===== src/hw/rtl/cache_set_lru_replacement_top_assert.svh =====
// assertion macros shared by the cache set rtl
`ifndef CACHE_SET_LRU_REPLACEMENT_TOP_ASSERT_SVH
`define CACHE_SET_LRU_REPLACEMENT_TOP_ASSERT_SVH

// same-cycle implication, checked out of reset
`define CSL_ASSERT_NOW(label, ante, cons) \
  label: assert property (@(posedge clk) disable iff (rst) (ante) |-> (cons)) \
    else $error("cache set check failed");

// next-cycle implication, checked out of reset
`define CSL_ASSERT_NEXT(label, ante, cons) \
  label: assert property (@(posedge clk) disable iff (rst) (ante) |=> (cons)) \
    else $error("cache set check failed");

`endif


===== src/hw/rtl/csl_pkg.sv =====
// shared types and constants for the cache set lru block
package csl_pkg;

  localparam int TAG_W  = 32;
  localparam int CMD_W  = 2;
  localparam int WAYS_W = 5;
  localparam int BYTES_W = 13;
  localparam int COST_W = 17;
  localparam int CFG_DATA_W = 13;

  typedef enum logic [CMD_W-1:0] {
    CMD_FILL  = 2'd0,
    CMD_MARK  = 2'd1,
    CMD_TOUCH = 2'd2,
    CMD_NONE  = 2'd3
  } cmd_t;

  typedef enum logic [0:0] {
    CFG_WAYS  = 1'd0,
    CFG_BLOCK = 1'd1
  } cfg_index_t;

  localparam logic [WAYS_W-1:0]  WAYS_RESET      = 5'd4;
  localparam logic [BYTES_W-1:0] BLOCK_RESET     = 13'd16;
  localparam logic [BYTES_W-1:0] BLOCK_BYTES_MAX = 13'd4096;
  localparam logic [COST_W-1:0]  WB_FACTOR       = 17'd100;
  localparam int                 WORD_SHIFT      = 2;

  // command broadcast to every cell of the chain
  typedef struct packed {
    logic             fill;
    logic             evict;
    logic             mark;
    logic             touch;
    logic [TAG_W-1:0] tag;
    logic             new_dirty;
  } cell_ctrl_t;

endpackage


===== src/hw/rtl/csl_in_if.sv =====
// command channel of the cache set
interface csl_in_if;
  logic                     valid;
  logic                     ready;
  logic [csl_pkg::CMD_W-1:0] cmd;
  logic [csl_pkg::TAG_W-1:0] tag;
  logic                     new_dirty;

  modport source (output valid, cmd, tag, new_dirty, input ready);
  modport sink   (input valid, cmd, tag, new_dirty, output ready);
endinterface


===== src/hw/rtl/csl_out_if.sv =====
// result channel of the cache set
interface csl_out_if;
  logic                       valid;
  logic                       ready;
  logic                       found;
  logic                       evicted;
  logic [csl_pkg::TAG_W-1:0]  evicted_tag;
  logic [csl_pkg::COST_W-1:0] writeback_cycles;

  modport source (output valid, found, evicted, evicted_tag, writeback_cycles, input ready);
  modport sink   (input valid, found, evicted, evicted_tag, writeback_cycles, output ready);
endinterface


===== src/hw/rtl/csl_cell.sv =====
// one way of the set: tag, dirty mark, first-match ripple and shift from the newer neighbour
module csl_cell #(
  parameter int IDX   = 0,
  parameter int CNT_W = 5
) (
  input  logic                      clk,
  input  logic                      rst,
  input  csl_pkg::cell_ctrl_t       ctrl,
  input  logic [CNT_W-1:0]          count,
  input  logic                      hit_in,
  input  logic                      hit_dirty_in,
  input  logic [csl_pkg::TAG_W-1:0] upper_tag,
  input  logic                      upper_dirty,
  output logic                      hit_out,
  output logic                      hit_dirty_out,
  output logic [csl_pkg::TAG_W-1:0] tag_q,
  output logic                      dirty_q
);

  localparam logic [CNT_W:0] IDX_W  = (CNT_W+1)'(IDX);
  localparam logic [CNT_W:0] IDX_P1 = (CNT_W+1)'(IDX + 1);

  logic [CNT_W:0]          cnt;
  logic                    occupied;
  logic                    match;
  logic                    first;
  logic [csl_pkg::TAG_W-1:0] tag_next;
  logic                    dirty_next;

  assign cnt      = {1'b0, count};
  assign occupied = IDX_W < cnt;
  assign match    = occupied && (tag_q == ctrl.tag);
  assign first    = match && !hit_in;
  assign hit_out  = hit_in || match;
  // carries the dirty mark of the oldest match towards the newest end
  assign hit_dirty_out = hit_in ? hit_dirty_in : dirty_q;

  always_comb begin
    tag_next   = tag_q;
    dirty_next = dirty_q;
    priority if (ctrl.fill && ctrl.evict && IDX_P1 < cnt) begin
      tag_next   = upper_tag;
      dirty_next = upper_dirty;
    end else if (ctrl.fill && ctrl.evict && IDX_P1 == cnt) begin
      tag_next   = ctrl.tag;
      dirty_next = ctrl.new_dirty;
    end else if (ctrl.fill && !ctrl.evict && IDX_W == cnt) begin
      tag_next   = ctrl.tag;
      dirty_next = ctrl.new_dirty;
    end else if (ctrl.mark && first) begin
      dirty_next = 1'b1;
    end else if (ctrl.touch && hit_out && IDX_P1 < cnt) begin
      tag_next   = upper_tag;
      dirty_next = upper_dirty;
    end else if (ctrl.touch && hit_out && IDX_P1 == cnt) begin
      // matched entry reappears as the newest
      tag_next   = ctrl.tag;
      dirty_next = hit_dirty_out;
    end else begin
      tag_next   = tag_q;
      dirty_next = dirty_q;
    end
  end

  always_ff @(posedge clk) begin
    if (rst) begin
      dirty_q <= 1'b0;
    end else begin
      dirty_q <= dirty_next;
    end
    tag_q <= tag_next;
  end

endmodule


===== src/hw/rtl/cache_set_lru_replacement_top.sv =====
// top level of one write-back cache set with lru replacement
//
//   channel | dir | handshake          | payload
//   req     | in  | valid / ready      | cmd, tag, new_dirty
//   rsp     | out | valid / ready      | found, evicted, evicted_tag, writeback_cycles
//   cfg     | in  | cfg_we, no wait    | cfg_index, cfg_data
//
// for each item the tag compare ripples along the row of cells and
// the set updates on the accepting edge; the result appears in the output register
// on the next cycle. req is ready whenever the output register is empty or drains.
// synchronous reset empties the set and restores ways 4 and block bytes 16.
// a stalled result holds the register and blocks only further items.
module cache_set_lru_replacement_top #(
  parameter int MAX_WAYS = 16
) (
  input  logic                            clk,
  input  logic                            rst,
  csl_in_if.sink                          req,
  csl_out_if.source                       rsp,
  input  logic                            cfg_we,
  input  logic [0:0]                      cfg_index,
  input  logic [csl_pkg::CFG_DATA_W-1:0]  cfg_data
);

  `include "cache_set_lru_replacement_top_assert.svh"

  localparam int CNT_W = $clog2(MAX_WAYS + 1);
  localparam int EW    = (CNT_W > csl_pkg::WAYS_W) ? CNT_W : csl_pkg::WAYS_W;
  localparam logic [EW-1:0]    MAXW_E = EW'(MAX_WAYS);
  localparam logic [CNT_W-1:0] MAXW_C = CNT_W'(MAX_WAYS);

  logic [csl_pkg::WAYS_W-1:0]  ways_in_use;
  logic [csl_pkg::BYTES_W-1:0] block_bytes;
  logic [CNT_W-1:0]            count;
  logic [CNT_W-1:0]            count_next;

  logic                        rsp_valid;
  logic                        res_found;
  logic                        res_evicted;
  logic [csl_pkg::TAG_W-1:0]   res_evicted_tag;
  logic [csl_pkg::COST_W-1:0]  res_writeback_cycles;

  logic                        acc;
  csl_pkg::cmd_t               cmd;
  csl_pkg::cell_ctrl_t         ctrl;
  logic [EW-1:0]               ways_lo;
  logic [EW-1:0]               eff_ways;
  logic [EW-1:0]               count_e;
  logic [csl_pkg::BYTES_W-1:0] bytes_clamped;
  logic [csl_pkg::COST_W-1:0]  cost;

  logic                        hit_chain   [MAX_WAYS+1];
  logic                        hdirty_chain[MAX_WAYS+1];
  logic [csl_pkg::TAG_W-1:0]   tag_row     [MAX_WAYS+1];
  logic                        dirty_row   [MAX_WAYS+1];

  assign acc       = req.valid && req.ready;
  assign req.ready = !rsp_valid || rsp.ready;
  assign cmd       = csl_pkg::cmd_t'(req.cmd);

  // ways 0 acts as 1, anything past the row acts as the full row
  assign ways_lo  = (ways_in_use == '0) ? EW'(1) : EW'(ways_in_use);
  assign eff_ways = (ways_lo > MAXW_E) ? MAXW_E : ways_lo;
  assign count_e  = EW'(count);

  assign ctrl.fill      = acc && (cmd == csl_pkg::CMD_FILL);
  assign ctrl.mark      = acc && (cmd == csl_pkg::CMD_MARK);
  assign ctrl.touch     = acc && (cmd == csl_pkg::CMD_TOUCH);
  assign ctrl.evict     = ctrl.fill && (count != '0) && (count_e >= eff_ways);
  assign ctrl.tag       = req.tag;
  assign ctrl.new_dirty = req.new_dirty;

  assign bytes_clamped = (block_bytes > csl_pkg::BLOCK_BYTES_MAX) ?
                         csl_pkg::BLOCK_BYTES_MAX : block_bytes;
  assign cost = csl_pkg::WB_FACTOR *
                csl_pkg::COST_W'(bytes_clamped >> csl_pkg::WORD_SHIFT);

  assign hit_chain[0]         = 1'b0;
  assign hdirty_chain[0]      = 1'b0;
  assign tag_row[MAX_WAYS]    = '0;
  assign dirty_row[MAX_WAYS]  = 1'b0;

  for (genvar i = 0; i < MAX_WAYS; i++) begin : g_cell
    csl_cell #(
      .IDX   (i),
      .CNT_W (CNT_W)
    ) u_cell (
      .clk           (clk),
      .rst           (rst),
      .ctrl          (ctrl),
      .count         (count),
      .hit_in        (hit_chain[i]),
      .hit_dirty_in  (hdirty_chain[i]),
      .upper_tag     (tag_row[i+1]),
      .upper_dirty   (dirty_row[i+1]),
      .hit_out       (hit_chain[i+1]),
      .hit_dirty_out (hdirty_chain[i+1]),
      .tag_q         (tag_row[i]),
      .dirty_q       (dirty_row[i])
    );
  end

  always_comb begin
    count_next = count;
    if (ctrl.fill && !ctrl.evict && count < MAXW_C) begin
      count_next = count + CNT_W'(1);
    end
  end

  always_ff @(posedge clk) begin
    if (rst) begin
      ways_in_use <= csl_pkg::WAYS_RESET;
      block_bytes <= csl_pkg::BLOCK_RESET;
      count       <= '0;
      rsp_valid   <= 1'b0;
    end else begin
      if (cfg_we) begin
        unique case (csl_pkg::cfg_index_t'(cfg_index))
          csl_pkg::CFG_WAYS:  ways_in_use <= cfg_data[csl_pkg::WAYS_W-1:0];
          csl_pkg::CFG_BLOCK: block_bytes <= cfg_data[csl_pkg::BYTES_W-1:0];
          default: ;
        endcase
      end
      count <= count_next;
      if (acc) begin
        rsp_valid <= 1'b1;
      end else if (rsp.ready) begin
        rsp_valid <= 1'b0;
      end
    end
  end

  always_ff @(posedge clk) begin
    if (acc) begin
      res_found            <= ctrl.fill || ((ctrl.mark || ctrl.touch) && hit_chain[MAX_WAYS]);
      res_evicted          <= ctrl.evict;
      res_evicted_tag      <= ctrl.evict ? tag_row[0] : '0;
      res_writeback_cycles <= (ctrl.evict && dirty_row[0]) ? cost : '0;
    end
  end

  assign rsp.valid            = rsp_valid;
  assign rsp.found            = res_found;
  assign rsp.evicted          = res_evicted;
  assign rsp.evicted_tag      = res_evicted_tag;
  assign rsp.writeback_cycles = res_writeback_cycles;

  `CSL_ASSERT_NOW(a_count_bound, 1'b1, count <= MAXW_C)
  `CSL_ASSERT_NEXT(a_fill_grows, ctrl.fill && !ctrl.evict, count == $past(count) + CNT_W'(1))
  `CSL_ASSERT_NEXT(a_evict_reported, ctrl.evict, rsp.valid && rsp.evicted && rsp.found)
  `CSL_ASSERT_NEXT(a_touch_keeps_count, ctrl.touch || ctrl.mark, $stable(count))

endmodule


===== src/flat_wrapper.sv =====
// flat-port wrapper written by rule: the top's interface ports become plain ports
module cache_set_lru_replacement_top_flat 
#(
  parameter int MAX_WAYS = 16
)
  (clk, rst, cfg_we, cfg_index, cfg_data, req_valid, req_cmd, req_tag, req_new_dirty, req_ready, rsp_valid, rsp_found, rsp_evicted, rsp_evicted_tag, rsp_writeback_cycles, rsp_ready);
  csl_in_if req_i ();
  csl_out_if rsp_i ();
  input  logic clk;
  input  logic rst;
  input  logic cfg_we;
  input  logic [0:0] cfg_index;
  input  logic [csl_pkg::CFG_DATA_W-1:0] cfg_data;
  input wire logic [$bits(req_i.valid)-1:0] req_valid;
  input wire logic [$bits(req_i.cmd)-1:0] req_cmd;
  input wire logic [$bits(req_i.tag)-1:0] req_tag;
  input wire logic [$bits(req_i.new_dirty)-1:0] req_new_dirty;
  output wire logic [$bits(req_i.ready)-1:0] req_ready;
  output wire logic [$bits(rsp_i.valid)-1:0] rsp_valid;
  output wire logic [$bits(rsp_i.found)-1:0] rsp_found;
  output wire logic [$bits(rsp_i.evicted)-1:0] rsp_evicted;
  output wire logic [$bits(rsp_i.evicted_tag)-1:0] rsp_evicted_tag;
  output wire logic [$bits(rsp_i.writeback_cycles)-1:0] rsp_writeback_cycles;
  input wire logic [$bits(rsp_i.ready)-1:0] rsp_ready;
  assign req_i.valid = req_valid;
  assign req_i.cmd = req_cmd;
  assign req_i.tag = req_tag;
  assign req_i.new_dirty = req_new_dirty;
  assign req_ready = req_i.ready;
  assign rsp_valid = rsp_i.valid;
  assign rsp_found = rsp_i.found;
  assign rsp_evicted = rsp_i.evicted;
  assign rsp_evicted_tag = rsp_i.evicted_tag;
  assign rsp_writeback_cycles = rsp_i.writeback_cycles;
  assign rsp_i.ready = rsp_ready;
  cache_set_lru_replacement_top #(.MAX_WAYS(MAX_WAYS)) u_core (.clk(clk), .rst(rst), .req(req_i), .rsp(rsp_i), .cfg_we(cfg_we), .cfg_index(cfg_index), .cfg_data(cfg_data));
endmodule

===== config.mk =====
export PLATFORM = sky130hd
export DESIGN_NAME = cache_set_lru_replacement_top_flat
export DESIGN_NICKNAME = d
export VERILOG_FILES = /design/src/hw/rtl/csl_pkg.sv /design/src/hw/rtl/csl_in_if.sv /design/src/hw/rtl/csl_out_if.sv /design/src/hw/rtl/csl_cell.sv /design/src/hw/rtl/cache_set_lru_replacement_top.sv /design/src/flat_wrapper.sv
export VERILOG_INCLUDE_DIRS = /design/src /design/src/hw/rtl
export SDC_FILE = /design/constraint.sdc
export NUM_CORES = 2
export LEC_CHECK = 0
export BUFFER_PORTS_ARGS = -buffer_cell sky130_fd_sc_hd__buf_2
export CORE_MARGIN = 1
export CORE_UTILIZATION = 50
export DETAILED_ROUTE_END_ITERATION = 6
export PLACE_DENSITY = 0.74
export SLEW_MARGIN = 5
export SYNTH_ARGS = -nofsm -noshare
export SYNTH_HDL_FRONTEND = slang
export SYNTH_SLANG_ARGS = --single-unit
export TNS_END_PERCENT = 30

===== constraint.sdc =====
create_clock -name clk -period 18.55 [get_ports clk]
set_input_delay 3.71 -clock clk [delete_from_list [all_inputs] [get_ports clk]]
set_output_delay 3.71 -clock clk [all_outputs]
set_load 0.005 [all_outputs]

==> flow_results.xml <==
<?xml version="1.0" encoding="UTF-8"?>
<metrics>
  <group name="clock_tree">
    <metric name="clkLatencyLatePin" unit="ns">0.61</metric>
    <metric name="clk_root_buffer_cell" unit="">sky130_fd_sc_hd__clkbuf_16</metric>
    <metric name="cts_resized" unit="">0</metric>
    <metric name="clk_pin_slew" unit="ns">0.06</metric>
    <metric name="cts_buffers" unit="">67</metric>
    <metric name="numClockSinks" unit="">601</metric>
    <metric name="cts-root-to-sink-buffers" unit="">3</metric>
    <metric name="holdBufCountCts" unit="">0</metric>
    <metric name="post_cts_buffers" unit="">0</metric>
    <metric name="cts_max_level" unit="">3</metric>
    <metric name="tritoncts" unit="">done</metric>
  </group>
  <group name="drt">
    <metric name="totalWireLength" unit="um">98100</metric>
    <metric name="ant_nets" unit="">0</metric>
    <metric name="drcViolationCount" unit="">0</metric>
    <metric name="drtPass1Iterations" unit="">5</metric>
    <metric name="post_drt_via_cell_ratio" unit="">6.14</metric>
    <metric name="initialDrtViolationCount" unit="">2014</metric>
    <metric name="drt-wirelength-per-cell" unit="um">26.1</metric>
    <metric name="route.vias.total" unit="">23102</metric>
  </group>
  <group name="timing">
    <metric name="min_period_over_period" unit="%">44.7</metric>
    <metric name="finalSetupViolCount" unit="">0</metric>
    <metric name="worst-slew-pin-transition" unit="ns">1.29</metric>
    <metric name="maxSlewViolCount" unit="">0</metric>
    <metric name="setup-tns-final" unit="ns">0</metric>
    <metric name="period_needed" unit="ns">8.29</metric>
    <metric name="slew_headroom" unit="%">13.8</metric>
    <metric name="fin_worst_skew" unit="ns">0.0245</metric>
    <metric name="fmax" unit="GHz">0.121</metric>
    <metric name="report.final.hold_viol_count" unit="">0</metric>
    <metric name="rsz0062_at_grt" unit="">false</metric>
  </group>
  <group name="synth">
    <metric name="cell_types_occupying_the_most_area_after_synthesis" unit="">sky130_fd_sc_hd__edfxtp_1 46%, sky130_fd_sc_hd__mux2_2 16%, sky130_fd_sc_hd__xnor2_1 6.9%, sky130_fd_sc_hd__xor2_1 6.6%, sky130_fd_sc_hd__dfxtp_1 4.2%</metric>
    <metric name="yosys.area.top_type" unit="">sky130_fd_sc_hd__edfxtp_1</metric>
    <metric name="yosysMostFrequentCell" unit="">sky130_fd_sc_hd__edfxtp_1</metric>
    <metric name="synth.yosys.warnings" unit="">0</metric>
    <metric name="synth_top_flop_cell" unit="">sky130_fd_sc_hd__edfxtp_1</metric>
    <metric name="mappedNetlistArea" unit="sq mm">0.0343</metric>
    <metric name="syn-instance-count" unit="">2824</metric>
    <metric name="synth_largest_type_area_fraction" unit="%">46.4</metric>
    <metric name="synth_async_sr_flop_share" unit="%">0</metric>
    <metric name="count_of_flip_flops_with_a_built_in_enable_after_synthesis" unit="">529</metric>
    <metric name="synth_seq_cells" unit="">601</metric>
    <metric name="synth.top_cells.by_count" unit="">529 x sky130_fd_sc_hd__edfxtp_1, 484 x sky130_fd_sc_hd__mux2_2, 268 x sky130_fd_sc_hd__xnor2_1</metric>
    <metric name="synth_seq_area_share" unit="%">50.6</metric>
    <metric name="synthDistinctLibCells" unit="">76</metric>
    <metric name="avgSynthCellArea" unit="sq um">12.1</metric>
  </group>
  <group name="global_routing">
    <metric name="groute.layer.met3.usage" unit="%">3.85</metric>
    <metric name="gr_util_met2" unit="%">48.1</metric>
    <metric name="pin_count_of_the_biggest_net_entering_global_routing" unit="">55</metric>
    <metric name="top_usage_layer" unit="">met2</metric>
    <metric name="groute.usage.overall" unit="%">27.8</metric>
    <metric name="antenna_violations_before_repair" unit="">1</metric>
    <metric name="first_pass_grt_wire_length" unit="um">145000</metric>
    <metric name="globalRouteOverflowTotal" unit="">0</metric>
    <metric name="number_of_global_route_vias_before_repair" unit="">23566</metric>
    <metric name="grtUsageMet1" unit="%">32.8</metric>
  </group>
  <group name="worst_setup_path">
    <metric name="cp-startpoint" unit="">rsp_ready</metric>
    <metric name="timing.critical_path.from_type" unit="">input pin</metric>
    <metric name="critical-path-top-delay-family" unit="">simple AND/OR/NAND/NOR gates</metric>
    <metric name="cp_slowest_stage_delay" unit="ns">1.08</metric>
    <metric name="timing.critical_path.buf_inv" unit="">3</metric>
    <metric name="cp_slowest_cell" unit="">sky130_fd_sc_hd__inv_2</metric>
    <metric name="worstPathRequired" unit="ns">18.78</metric>
    <metric name="end_kind" unit="">flop</metric>
    <metric name="reg2reg_from" unit="">u_core.count[0]</metric>
    <metric name="rrSetupSlack" unit="ns">12.93</metric>
    <metric name="critical_path.cell_chain" unit="">buf_2 -&gt; nand2b_1 -&gt; nand2_1 -&gt; nor3_1 -&gt; nand3_1 -&gt; inv_2 -&gt; a21oi_1 -&gt; buf_4 -&gt; o21bai_4</metric>
    <metric name="number_of_cell_instances_on_the_worst_register_to_register_path" unit="">11</metric>
    <metric name="critPathMaxFanout" unit="">54</metric>
    <metric name="arrival" unit="ns">8.52</metric>
    <metric name="critical_path_class" unit="">in2reg</metric>
    <metric name="reg2reg_to" unit="">u_core.g_cell[13].u_cell.tag_q[1]</metric>
  </group>
  <group name="finish">
    <metric name="n_antenna_cell" unit="">0</metric>
    <metric name="total_area_of_multi_input_combinational_cells" unit="sq mm">0.0159</metric>
    <metric name="register_area" unit="sq mm">0.0173</metric>
    <metric name="fin_util" unit="%">55.8</metric>
    <metric name="nFillCells" unit="">5538</metric>
    <metric name="drive_above_1_share" unit="%">27.6</metric>
    <metric name="finalNetCount" unit="">2939</metric>
    <metric name="syn_to_final_growth" unit="%">9.90</metric>
  </group>
  <group name="die">
    <metric name="dieWidth" unit="um">264</metric>
    <metric name="placeableCoreArea" unit="sq mm">0.0675</metric>
    <metric name="fp.dieArea" unit="sq mm">0.0696</metric>
    <metric name="io_pins" unit="">107</metric>
    <metric name="num_rows" unit="">95</metric>
    <metric name="effective_utilization_at_floorplan" unit="%">50.8</metric>
    <metric name="die_height" unit="um">264</metric>
  </group>
  <group name="placement">
    <metric name="numPortBuffers" unit="">104</metric>
    <metric name="routabilityCongestion" unit="">0.925</metric>
    <metric name="place_hpwl" unit="um">68100</metric>
  </group>
  <group name="min_path">
    <metric name="holdCritPathClass" unit="">reg2reg</metric>
    <metric name="hold-path-cell-count" unit="">2</metric>
    <metric name="hold-path-endpoint" unit="">u_core.block_bytes[0]</metric>
    <metric name="holdCritStartpoint" unit="">u_core.block_bytes[0]</metric>
  </group>
  <group name="run_status">
    <metric name="status" unit="">finished, final reports clean</metric>
  </group>
  <group name="power_and_ir_drop">
    <metric name="maximum_vdd_ir_drop" unit="V">0.0000796</metric>
    <metric name="power_density" unit="mW/mm^2">80.3</metric>
    <metric name="p_leak" unit="uW">0.0126</metric>
  </group>
  <group name="run">
    <metric name="max_cap_violations" unit="">0</metric>
  </group>
</metrics>
==> where the power goes <==
part           switching [uW]  internal, uW  leakage [uW]
Clock                     559           736       0.00102
Combinational             140          98.6       0.00620
Sequential               7.75          1480       0.00540
Total                     707          2320        0.0126
==> stage by stage <==
| step | power [uW] | area (sq um) | hold slack (ns) | cells | worst slack (ns) |
|---|---|---|---|---|---|
| after floorplan | 1680 | 34300 | 0.436 | 2825 | 9.74 |
| after global placement | 1750 | 35600 | 0.446 | 3641 | 9.97 |
| after detailed placement | 1750 | 35600 | 0.456 | 3641 | 9.77 |
| after CTS | 3040 | 37700 | 0.466 | 3763 | 10.40 |
| after global routing | 3100 | 37700 | 0.493 | 3763 | 9.96 |
| final | 3020 | 37700 | 0.464 | 3763 | 10.26 |
==> final cells by class <==
class	count	share of cell area, %
Sequential cell	601	46.0
Multi-Input combinational cell	1947	42.3
Clock buffer	86	4.81
Tap cell	873	2.90
Timing Repair Buffer	174	2.78
Clock inverter	36	0.774
Inverter	46	0.459
==> worst reg2reg max path: cells and delay by family, from the launching register on <==
kind            cells  cell delay (ns)
flops               1             0.56
compound gates      5             1.80
simple gates        2             0.97
fa+ha+maj           1             0.31
buf+inv             3             1.54
==> layer usage <==
metal | share of wire [%] | wire length [um] | up-vias
li1 | - | - | 10359
met1 | 39 | 38100 | 11508
met2 | 49 | 48500 | 953
met3 | 5.2 | 5050 | 280
met4 | 6.5 | 6400 | 2
met5 | 0.013 | 13 | -
==> cells in the final DEF (no fill, tap or decap), drive strengths merged, types with 12 or more instances in the layout <==
master  Yosys  final
a21oi     107    107
and2       42     42
buf        99    174
clkbuf    132     86
clkinv      0     28
dfxtp      72     72
edfxtp    529    529
ha         42     42
inv        46     48
mux2      484    484
nand2     139    139
nand2b     14     14
nand3      70     70
nand4      84     84
nor2       87     87
nor3       36     36
nor4       84     84
o21ai      35     35
o31ai      12     12
or3        14     14
or4        13     13
xnor2     268    268
xor2      259    259
==> worst max-delay path by stage <==
stage,to,cells after the start,slack (ns)
global placement,u_core.g_cell[13].u_cell.tag_q[1],9,9.97
CTS,u_core.g_cell[13].u_cell.tag_q[20],9,10.40
floorplan,u_core.g_cell[11].u_cell.tag_q[0],10,9.74
global route,u_core.g_cell[13].u_cell.tag_q[0],9,9.96
finish,u_core.g_cell[13].u_cell.tag_q[1],9,10.26
detailed placement,u_core.g_cell[13].u_cell.tag_q[2],9,9.77
==> registers in the layout, summed over array words and instances, names as in the netlist, 5 cells and up <==
signal / flops
u_core.rsp.evicted_tag: 32
u_core.rsp.writeback_cycles: 15
u_core.g_cell.u_cell.tag_q: 512
u_core.g_cell.u_cell.dirty_q: 16
u_core.block_bytes: 13
u_core.ways_in_use: 5
u_core.count: 5
==> kinds of logic (layout without fill, tap and decap cells) <==
| family | count (synthesis) | count (layout) | synth area share (%) |
|---|---|---|---|
| buf+inv | 277 | 342 | 3.51 |
| compound gates | 249 | 249 | 4.63 |
| simple gates | 625 | 625 | 9.67 |
| flops | 601 | 601 | 50.6 |
| other cells | 1 | 2 | 0.0109 |
| mux | 495 | 495 | 16.2 |
| fa+ha+maj | 49 | 49 | 1.91 |
| xor+xnor | 527 | 527 | 13.5 |
No activity file was read; power rests on OpenSTA's default activity.
